`src/sv/ilc_pkg.sv`:
```
`default_nettype none
// ----------------------------------------------------------------------------
// ilc_pkg
// Shared types and constants for the indexed list core.
// ----------------------------------------------------------------------------
package ilc_pkg;

  localparam int DEPTH_DEFAULT = 64;
  localparam int DATA_W        = 32;
  localparam int OP_W          = 2;
  localparam int POS_W         = 7;
  localparam int STATUS_W      = 3;
  localparam int FOUND_W       = 6;
  localparam int COUNT_OUT_W   = 7;

  typedef enum logic [OP_W-1:0] {
    OP_INSERT = 2'd0,
    OP_DELETE = 2'd1,
    OP_SEARCH = 2'd2
  } op_t;

  typedef enum logic [STATUS_W-1:0] {
    ST_OK       = 3'd0,
    ST_FULL     = 3'd1,
    ST_EMPTY    = 3'd2,
    ST_BADPOS   = 3'd3,
    ST_NOTFOUND = 3'd4
  } status_t;

  // shift commands broadcast to every cell
  typedef struct packed {
    logic ins;
    logic del;
  } ctl_t;

endpackage : ilc_pkg
`default_nettype wire

```
`src/sv/ilc_cell.sv`:
```
`default_nettype none
// ----------------------------------------------------------------------------
// ilc_cell
// One list slot: holds an entry, shifts with its neighbors, compares a key.
// ----------------------------------------------------------------------------
module ilc_cell #(
  parameter int IDX = 0,
  parameter int PW  = 7
) (
  input  logic                      clk,
  input  ilc_pkg::ctl_t             ctl,
  input  logic [PW-1:0]             pos,
  input  logic [PW-1:0]             cnt,
  input  logic [ilc_pkg::DATA_W-1:0] value,
  input  logic [ilc_pkg::DATA_W-1:0] prev_data,
  input  logic [ilc_pkg::DATA_W-1:0] next_data,
  output logic [ilc_pkg::DATA_W-1:0] data,
  output logic                      match,
  output logic [ilc_pkg::DATA_W-1:0] pick
);
  import ilc_pkg::*;

  logic at_pos;
  logic above_pos;
  logic held;

  assign at_pos    = (pos == PW'(IDX));
  assign above_pos = (PW'(IDX) > pos);
  assign held      = (PW'(IDX) < cnt);

  assign match = held && (data == value);
  assign pick  = at_pos ? data : '0;

  always_ff @(posedge clk) begin
    if (ctl.ins) begin
      if (above_pos) begin
        data <= prev_data;
      end else if (at_pos) begin
        data <= value;
      end
    end else if (ctl.del) begin
      if (above_pos || at_pos) begin
        data <= next_data;
      end
    end
  end

endmodule : ilc_cell
`default_nettype wire

```
`config.mk`:
```
export PLATFORM = sky130hd
export DESIGN_NAME = ilc_cell
export DESIGN_NICKNAME = d
export VERILOG_FILES = /design/src/sv/ilc_pkg.sv /design/src/sv/ilc_cell.sv
export SDC_FILE = /design/constraint.sdc
export NUM_CORES = 1
export LEC_CHECK = 0
export ABC_AREA = 1
export BUFFER_PORTS_ARGS = -buffer_cell sky130_fd_sc_hd__buf_2
export CAP_MARGIN = 20
export CORE_MARGIN = 4
export CORE_UTILIZATION = 43
export DETAILED_ROUTE_END_ITERATION = 8
export PLACE_DENSITY_LB_ADDON = 0.3
export SLEW_MARGIN = 40
export SYNTH_ARGS = -nofsm -noshare
export SYNTH_HDL_FRONTEND = slang
export SYNTH_SLANG_ARGS = --single-unit
```
`constraint.sdc`:
```
create_clock -name clk -period 4.4 [get_ports clk]
set_input_delay 0.88 -clock clk [delete_from_list [all_inputs] [get_ports clk]]
set_output_delay 0.88 -clock clk [all_outputs]
set_load 0.02 [all_outputs]
```
==> flow_results.xml, run 1 <==
<?xml version="1.0" encoding="UTF-8"?>
<metrics>
  <group name="detailed_routing">
    <metric name="antenna_left" unit="">0</metric>
    <metric name="remaining_drc_errors" unit="">0</metric>
    <metric name="drt-total-wl" unit="um">6324</metric>
    <metric name="mean_routed_wirelength_per_cell" unit="um">12.09</metric>
    <metric name="route.vias.total" unit="">2307</metric>
    <metric name="firstDrtPassIters" unit="">4</metric>
    <metric name="detail_route.vias_per_cell" unit="">4.411</metric>
    <metric name="drt_first_iter_violations" unit="">104</metric>
  </group>
  <group name="power">
    <metric name="total_leakage_power" unit="nW">1.764</metric>
    <metric name="power.share.sequential" unit="">0.476</metric>
    <metric name="total_switching_power" unit="mW">0.1637</metric>
    <metric name="power.total" unit="mW">0.7158</metric>
    <metric name="internal_power" unit="mW">0.5520</metric>
    <metric name="vdd.ir_drop.worst" unit="uV">144.8</metric>
    <metric name="combinationalPowerShare" unit="">0.142</metric>
    <metric name="p_per_area" unit="nW/um^2">230.0</metric>
    <metric name="swShare" unit="">0.2288</metric>
    <metric name="share_clk_of_total_power" unit="">0.382</metric>
  </group>
  <group name="cells_and_area">
    <metric name="fillCellCount" unit="">463</metric>
    <metric name="largest_register" unit="">data</metric>
    <metric name="area_growth" unit="%">39.80</metric>
    <metric name="layout.nets" unit="">568</metric>
    <metric name="drive_gt1_frac" unit="">0.4101</metric>
    <metric name="top_regs" unit="">data (32)</metric>
    <metric name="insertedDiodeCount" unit="">0</metric>
    <metric name="max_reg_flops" unit="">32</metric>
  </group>
  <group name="clocking">
    <metric name="cts_buffers" unit="">5</metric>
    <metric name="clock_transition_at_the_registers_of_the_reported_paths" unit="ns">0.07</metric>
    <metric name="cts_post_setup_buffers_inserted" unit="">0</metric>
    <metric name="max-clock-path-buffers" unit="">2</metric>
    <metric name="cts_tree" unit="">yes</metric>
    <metric name="ctsRootBufferMaster" unit="">sky130_fd_sc_hd__clkbuf_8</metric>
    <metric name="numClockSinks" unit="">32</metric>
    <metric name="post_cts_resized" unit="">0</metric>
    <metric name="htreeDepth" unit="">2</metric>
    <metric name="cts_hold_buffers" unit="">0</metric>
  </group>
  <group name="worst_setup_path">
    <metric name="master_of_the_slowest_instance_on_the_critical_path" unit="">sky130_fd_sc_hd__nand2_4</metric>
    <metric name="timing.critical_path.buf_inv" unit="">2</metric>
    <metric name="critical_path.top_delay_family" unit="">simple AND/OR/NAND/NOR gates</metric>
    <metric name="critPathLaunchType" unit="">input port</metric>
    <metric name="cp_data_arrival_time" unit="ns">2.13</metric>
    <metric name="worst_ep_required_time" unit="ns">3.52</metric>
    <metric name="critical_path.max_stage_delay" unit="ns">0.40</metric>
    <metric name="cp_max_fo" unit="">33</metric>
    <metric name="critical_path.most_common_cell" unit="">sky130_fd_sc_hd__buf_2</metric>
    <metric name="worstSetupPathType" unit="">input port to output port</metric>
    <metric name="worstSetupEndpointType" unit="">output port</metric>
    <metric name="path_cells" unit="">buf_2 -&gt; nor4_2 -&gt; nand2_4 -&gt; nor2_2 -&gt; buf_2</metric>
  </group>
  <group name="timing">
    <metric name="maxSlewHeadroom" unit="">0.5943</metric>
    <metric name="timing.setup.tns" unit="ns">0</metric>
    <metric name="maxSlewViolCount" unit="">0</metric>
    <metric name="finalSetupViolCount" unit="">0</metric>
    <metric name="grt_setup_unrepaired" unit="">false</metric>
    <metric name="finalHoldViolCount" unit="">0</metric>
    <metric name="f_max" unit="MHz">331.7</metric>
    <metric name="final_period_minus_worst_setup_slack" unit="ns">3.014</metric>
    <metric name="layout_worst_path_cycle_share" unit="">0.6851</metric>
    <metric name="worst-slew-pin-transition" unit="ns">0.6080</metric>
  </group>
  <group name="hold_path">
    <metric name="hold_class" unit="">input port to flip-flop</metric>
    <metric name="hold_start" unit="">next_data[15]</metric>
    <metric name="hold_path_end" unit="">data[15]</metric>
    <metric name="timing.hold.worst_path_depth" unit="">3</metric>
  </group>
  <group name="outcome">
    <metric name="outcome" unit="">completed</metric>
  </group>
  <group name="floorplan">
    <metric name="boundaryPins" unit="">178</metric>
    <metric name="core" unit="sq um">4880</metric>
    <metric name="floorplan.die_area" unit="sq um">6391</metric>
    <metric name="placementRows" unit="">25</metric>
    <metric name="fp.dieW" unit="um">79.95</metric>
    <metric name="die_h" unit="um">79.95</metric>
    <metric name="initial_core_util" unit="">0.4562</metric>
  </group>
  <group name="synth">
    <metric name="syn_area_per_cell" unit="sq um">7.180</metric>
    <metric name="post_synthesis_instance_area" unit="sq um">2226</metric>
    <metric name="synth.yosys.seq_area_share" unit="">0.4317</metric>
    <metric name="syn-instance-count" unit="">310</metric>
    <metric name="yosysUniqueCellTypes" unit="">17</metric>
    <metric name="synth_nets" unit="">423</metric>
    <metric name="warnings_synthesis" unit="">0</metric>
    <metric name="yosys_register_bits" unit="">32</metric>
  </group>
  <group name="global_routing">
    <metric name="grt_max_degree" unit="">34</metric>
    <metric name="antenna_violations_before_repair" unit="">0</metric>
    <metric name="grt-ovfl-total" unit="">0</metric>
    <metric name="grt_pass1_vias" unit="">2196</metric>
    <metric name="grt_first_pass_wirelength" unit="um">9687</metric>
    <metric name="grt_use_total" unit="">0.1954</metric>
  </group>
  <group name="placement">
    <metric name="number_of_buffers_added_on_ports" unit="">145</metric>
    <metric name="gp_congestion" unit="">0.8198</metric>
    <metric name="post-dp-hpwl" unit="um">5086</metric>
  </group>
  <group name="flow_run">
    <metric name="drv_cap" unit="">0</metric>
  </group>
</metrics>
[worst max path at each step]
stage                     cells after the start   start  endpoint
final                                         5  pos[3]  pick[28]
after global routing                          5  pos[3]  pick[28]
after CTS                                     5  pos[3]  pick[28]
after detailed placement                      5  pos[3]  pick[28]
after global placement                        5  pos[3]  pick[28]
after floorplan                               3  pos[3]   data[0]
[final cells by class]
class,count,area [sq um],area share
Sequential cell,32,960.9,0.3088
Multi-Input combinational cell,217,1025,0.3293
Inverter,52,195.2,0.06273
Tap cell,67,83.83,0.02694
Clock buffer,5,68.82,0.02212
Clock inverter,3,37.54,0.01206
Timing Repair Buffer,147,740.7,0.2380
[layer usage]
layer,vias to the layer above,wire (um),track usage
met2,77,3376,0.3634
met5,-,0,0
li1,1224,-,-
met4,0,33,0.05068
met3,2,429,0.04289
met1,1004,2485,0.2233
[synth_stat cells]
cell type | n | share of area
sky130_fd_sc_hd__nor3_1 | 2 | 0.0045
sky130_fd_sc_hd__inv_1 | 52 | 0.088
sky130_fd_sc_hd__or2_2 | 1 | 0.0028
sky130_fd_sc_hd__xnor2_1 | 11 | 0.043
sky130_fd_sc_hd__nand3_1 | 3 | 0.0067
sky130_fd_sc_hd__nand2_2 | 1 | 0.0028
sky130_fd_sc_hd__nor2b_1 | 1 | 0.0028
sky130_fd_sc_hd__o21ai_0 | 24 | 0.054
sky130_fd_sc_hd__buf_2 | 1 | 0.0022
sky130_fd_sc_hd__nor4_2 | 1 | 0.0056
sky130_fd_sc_hd__clkbuf_1 | 5 | 0.0084
sky130_fd_sc_hd__buf_6 | 3 | 0.015
sky130_fd_sc_hd__nor2_1 | 23 | 0.039
sky130_fd_sc_hd__nand2_1 | 120 | 0.20
sky130_fd_sc_hd__nor2_2 | 27 | 0.076
sky130_fd_sc_hd__edfxtp_1 | 32 | 0.43
sky130_fd_sc_hd__nor2_4 | 3 | 0.015
[cells in the final DEF, fill, tap and decap left out]
master                      synthesis  routed
sky130_fd_sc_hd__xnor2_1           11      11
sky130_fd_sc_hd__clkinv_1           0       2
sky130_fd_sc_hd__nor2_4             3       4
sky130_fd_sc_hd__edfxtp_1          32      32
sky130_fd_sc_hd__o21ai_0           24      24
sky130_fd_sc_hd__nor2_1            23      22
sky130_fd_sc_hd__nand2_4            0       1
sky130_fd_sc_hd__nand3_1            3       3
sky130_fd_sc_hd__or2_2              1       1
sky130_fd_sc_hd__inv_1             52      52
sky130_fd_sc_hd__nand2_1          120     120
sky130_fd_sc_hd__nor3_1             2       2
sky130_fd_sc_hd__clkbuf_8           0       5
sky130_fd_sc_hd__nor2_2            27      27
sky130_fd_sc_hd__bufinv_16          0       1
sky130_fd_sc_hd__buf_4              0       2
sky130_fd_sc_hd__buf_2              1     145
sky130_fd_sc_hd__nor2b_1            1       1
sky130_fd_sc_hd__nor4_2             1       1
[power by group through the flow]
stage / clock, mW / combinational [mW] / sequential, mW
floorplan: 0 / 0.0482 / 0.349
global placement: 0 / 0.0989 / 0.347
detailed placement: 0 / 0.102 / 0.347
CTS: 0.279 / 0.103 / 0.341
global route: 0.295 / 0.116 / 0.341
finish: 0.273 / 0.102 / 0.341
[logic make-up after synthesis]
logic type	share of synthesized area
AO/OA/AOI/OAI	0.05397
XOR/XNOR	0.04328
buffers and inverters	0.1135
flip-flops	0.4317
AND/OR/NAND/NOR	0.3575
[metrics by stage]
step                utilization  setup WS [ns]  std cells  hold WS, ns  instance area, sq um
detailed placement       0.6159          1.361        515        1.147                  3005
global route             0.6377          1.279        523       0.8502                  3112
floorplan                     -          1.301        310        1.059                  2226
finish                   0.6377          1.386        523       0.8602                  3112
CTS                      0.6377          1.362        523       0.8523                  3112
global placement         0.6149          1.120        515        1.143                  3000
Note: power is estimated with default switching activity, not from simulation.
==> run 2: changes to the inputs <==
- CORE_UTILIZATION: 43 -> 40
- clock period: 4.4 -> 3.1 ns (I/O delays scaled with it)
==> run 2 against run 1 <==
Effect of this change:
- clock-buffer cell count did not move
- worst setup slack got worse by 0.53 ns
- via count fell by 1.2%
- core utilization fell by 4.5 points
==> flow_results.xml, run 2 (synthesis results as in run 1) <==
<?xml version="1.0" encoding="UTF-8"?>
<metrics>
  <group name="outcome">
    <metric name="outcome" unit="">completed</metric>
  </group>
  <group name="detailed_routing">
    <metric name="mean_routed_wirelength_per_cell" unit="um">11.72</metric>
    <metric name="remaining_drc_errors" unit="">0</metric>
    <metric name="firstDrtPassIters" unit="">4</metric>
    <metric name="drt_first_iter_violations" unit="">74</metric>
    <metric name="antenna_left" unit="">0</metric>
    <metric name="drt-total-wl" unit="um">6190</metric>
    <metric name="detail_route.vias_per_cell" unit="">4.316</metric>
    <metric name="route.vias.total" unit="">2279</metric>
  </group>
  <group name="clocking">
    <metric name="htreeDepth" unit="">2</metric>
    <metric name="max-clock-path-buffers" unit="">2</metric>
    <metric name="cts_post_setup_buffers_inserted" unit="">0</metric>
    <metric name="cts_buffers" unit="">5</metric>
    <metric name="clock_transition_at_the_registers_of_the_reported_paths" unit="ns">0.06</metric>
    <metric name="ctsRootBufferMaster" unit="">sky130_fd_sc_hd__clkbuf_8</metric>
    <metric name="numClockSinks" unit="">32</metric>
    <metric name="post_cts_resized" unit="">0</metric>
    <metric name="cts_tree" unit="">yes</metric>
    <metric name="cts_hold_buffers" unit="">0</metric>
  </group>
  <group name="timing">
    <metric name="f_max" unit="MHz">446.0</metric>
    <metric name="maxSlewHeadroom" unit="">0.5462</metric>
    <metric name="timing.setup.tns" unit="ns">0</metric>
    <metric name="finalSetupViolCount" unit="">0</metric>
    <metric name="whs" unit="ns">0.6074</metric>
    <metric name="worst-slew-pin-transition" unit="ns">0.6799</metric>
    <metric name="grt_setup_unrepaired" unit="">false</metric>
    <metric name="layout_worst_path_cycle_share" unit="">0.7232</metric>
    <metric name="finalHoldViolCount" unit="">0</metric>
    <metric name="maxSlewViolCount" unit="">0</metric>
    <metric name="final_period_minus_worst_setup_slack" unit="ns">2.242</metric>
  </group>
  <group name="flow_run">
    <metric name="drv_cap" unit="">0</metric>
  </group>
  <group name="global_routing">
    <metric name="grt_first_pass_wirelength" unit="um">9266</metric>
    <metric name="grt_pass1_vias" unit="">2084</metric>
    <metric name="grt_max_degree" unit="">29</metric>
    <metric name="grt_use_total" unit="">0.1773</metric>
    <metric name="grt-ovfl-total" unit="">0</metric>
    <metric name="antenna_violations_before_repair" unit="">0</metric>
  </group>
  <group name="cells_and_area">
    <metric name="area_growth" unit="%">39.40</metric>
    <metric name="layout.nets" unit="">571</metric>
    <metric name="mostFrequentLayoutCell" unit="">sky130_fd_sc_hd__buf_2</metric>
    <metric name="largest_register" unit="">data</metric>
    <metric name="finish.cell_count_without_fillers" unit="">528</metric>
    <metric name="max_reg_flops" unit="">32</metric>
    <metric name="final_cell_mix" unit="">sky130_fd_sc_hd__buf_2 (145), sky130_fd_sc_hd__nand2_1 (120), sky130_fd_sc_hd__inv_1 (52)</metric>
    <metric name="top_regs" unit="">data (32)</metric>
    <metric name="drive_gt1_frac" unit="">0.4127</metric>
    <metric name="insertedDiodeCount" unit="">0</metric>
  </group>
  <group name="placement">
    <metric name="number_of_buffers_added_on_ports" unit="">145</metric>
    <metric name="gp_congestion" unit="">0.8454</metric>
    <metric name="placed_cells_incl_taps" unit="">521</metric>
    <metric name="post-dp-hpwl" unit="um">5030</metric>
  </group>
  <group name="worst_setup_path">
    <metric name="cp_data_arrival_time" unit="ns">1.62</metric>
    <metric name="critPathLaunchType" unit="">input port</metric>
    <metric name="worstSetupEndpointType" unit="">output port</metric>
    <metric name="worstSetupPathType" unit="">input port to output port</metric>
    <metric name="worst_ep_required_time" unit="ns">2.48</metric>
    <metric name="cp_max_fo" unit="">17</metric>
  </group>
  <group name="floorplan">
    <metric name="floorplan.die_area" unit="sq um">6822</metric>
    <metric name="boundaryPins" unit="">178</metric>
    <metric name="die_h" unit="um">82.60</metric>
    <metric name="fp.dieW" unit="um">82.60</metric>
    <metric name="initial_core_util" unit="">0.4250</metric>
    <metric name="core" unit="sq um">5238</metric>
    <metric name="placementRows" unit="">26</metric>
  </group>
  <group name="power">
    <metric name="total_leakage_power" unit="nW">1.750</metric>
    <metric name="vdd.ir_drop.worst" unit="uV">171.8</metric>
    <metric name="p_per_area" unit="nW/um^2">295.7</metric>
  </group>
  <group name="hold_path">
    <metric name="hold_class" unit="">input port to flip-flop</metric>
  </group>
</metrics>
## run 2: changes by cell type in the layout (fill, tap and decap cells not counted)
cell	previous run	this run
sky130_fd_sc_hd__nand2_2	0	1
sky130_fd_sc_hd__bufinv_16	1	0
sky130_fd_sc_hd__buf_4	2	5
sky130_fd_sc_hd__nand2_4	1	0
## run 2: cell type report
type / count / area (sq um)
Fill cell: 506 / 2135
Multi-Input combinational cell: 217 / 1020
Sequential cell: 32 / 960.9
Timing Repair Buffer: 150 / 763.2
Inverter: 52 / 195.2
Tap cell: 70 / 87.58
Clock buffer: 5 / 68.82
Clock inverter: 2 / 7.507
## run 2: final timing paths
path,startpoint,endpoint,depth (start not counted)
max,pos[3],pick[0],6
min,next_data[23],data[23],3
## run 2: through the flow
step | cell area (sq um) | utilization | setup slack, ns | power, mW
after floorplan | 2226 | - | 0.2610 | 0.5641
after global placement | 3027 | 0.5779 | 0.8677 | 0.6331
after detailed placement | 3027 | 0.5779 | 0.8383 | 0.6378
after CTS | 3103 | 0.5925 | 0.8335 | 0.9306
after global routing | 3103 | 0.5925 | 0.7361 | 0.9661
final | 3103 | 0.5925 | 0.8581 | 0.9177
## run 2: metal layers
layer	vias up	global-route usage	wire (um)
met5	-	0	0
met4	0	0.05882	64
met3	5	0.02603	427
met2	73	0.3389	3293
met1	970	0.1988	2405
li1	1231	-	-
## run 2: critical path, cell delays in order
cell and delay, ns:
sky130_fd_sc_hd__buf_2 0.10, sky130_fd_sc_hd__nor4_2 0.29, sky130_fd_sc_hd__nand2_2 0.08, sky130_fd_sc_hd__buf_4 0.24
sky130_fd_sc_hd__nor2_1 0.11, sky130_fd_sc_hd__buf_2 0.17
## run 2: power by group
part | switching (mW) | leakage, nW | total (mW) | internal [mW]
clock | 0.142 | 0.0391 | 0.290 | 0.148
sequential | 0.00176 | 0.278 | 0.484 | 0.482
combinational | 0.0758 | 1.43 | 0.144 | 0.0679
total | 0.220 | 1.75 | 0.918 | 0.698
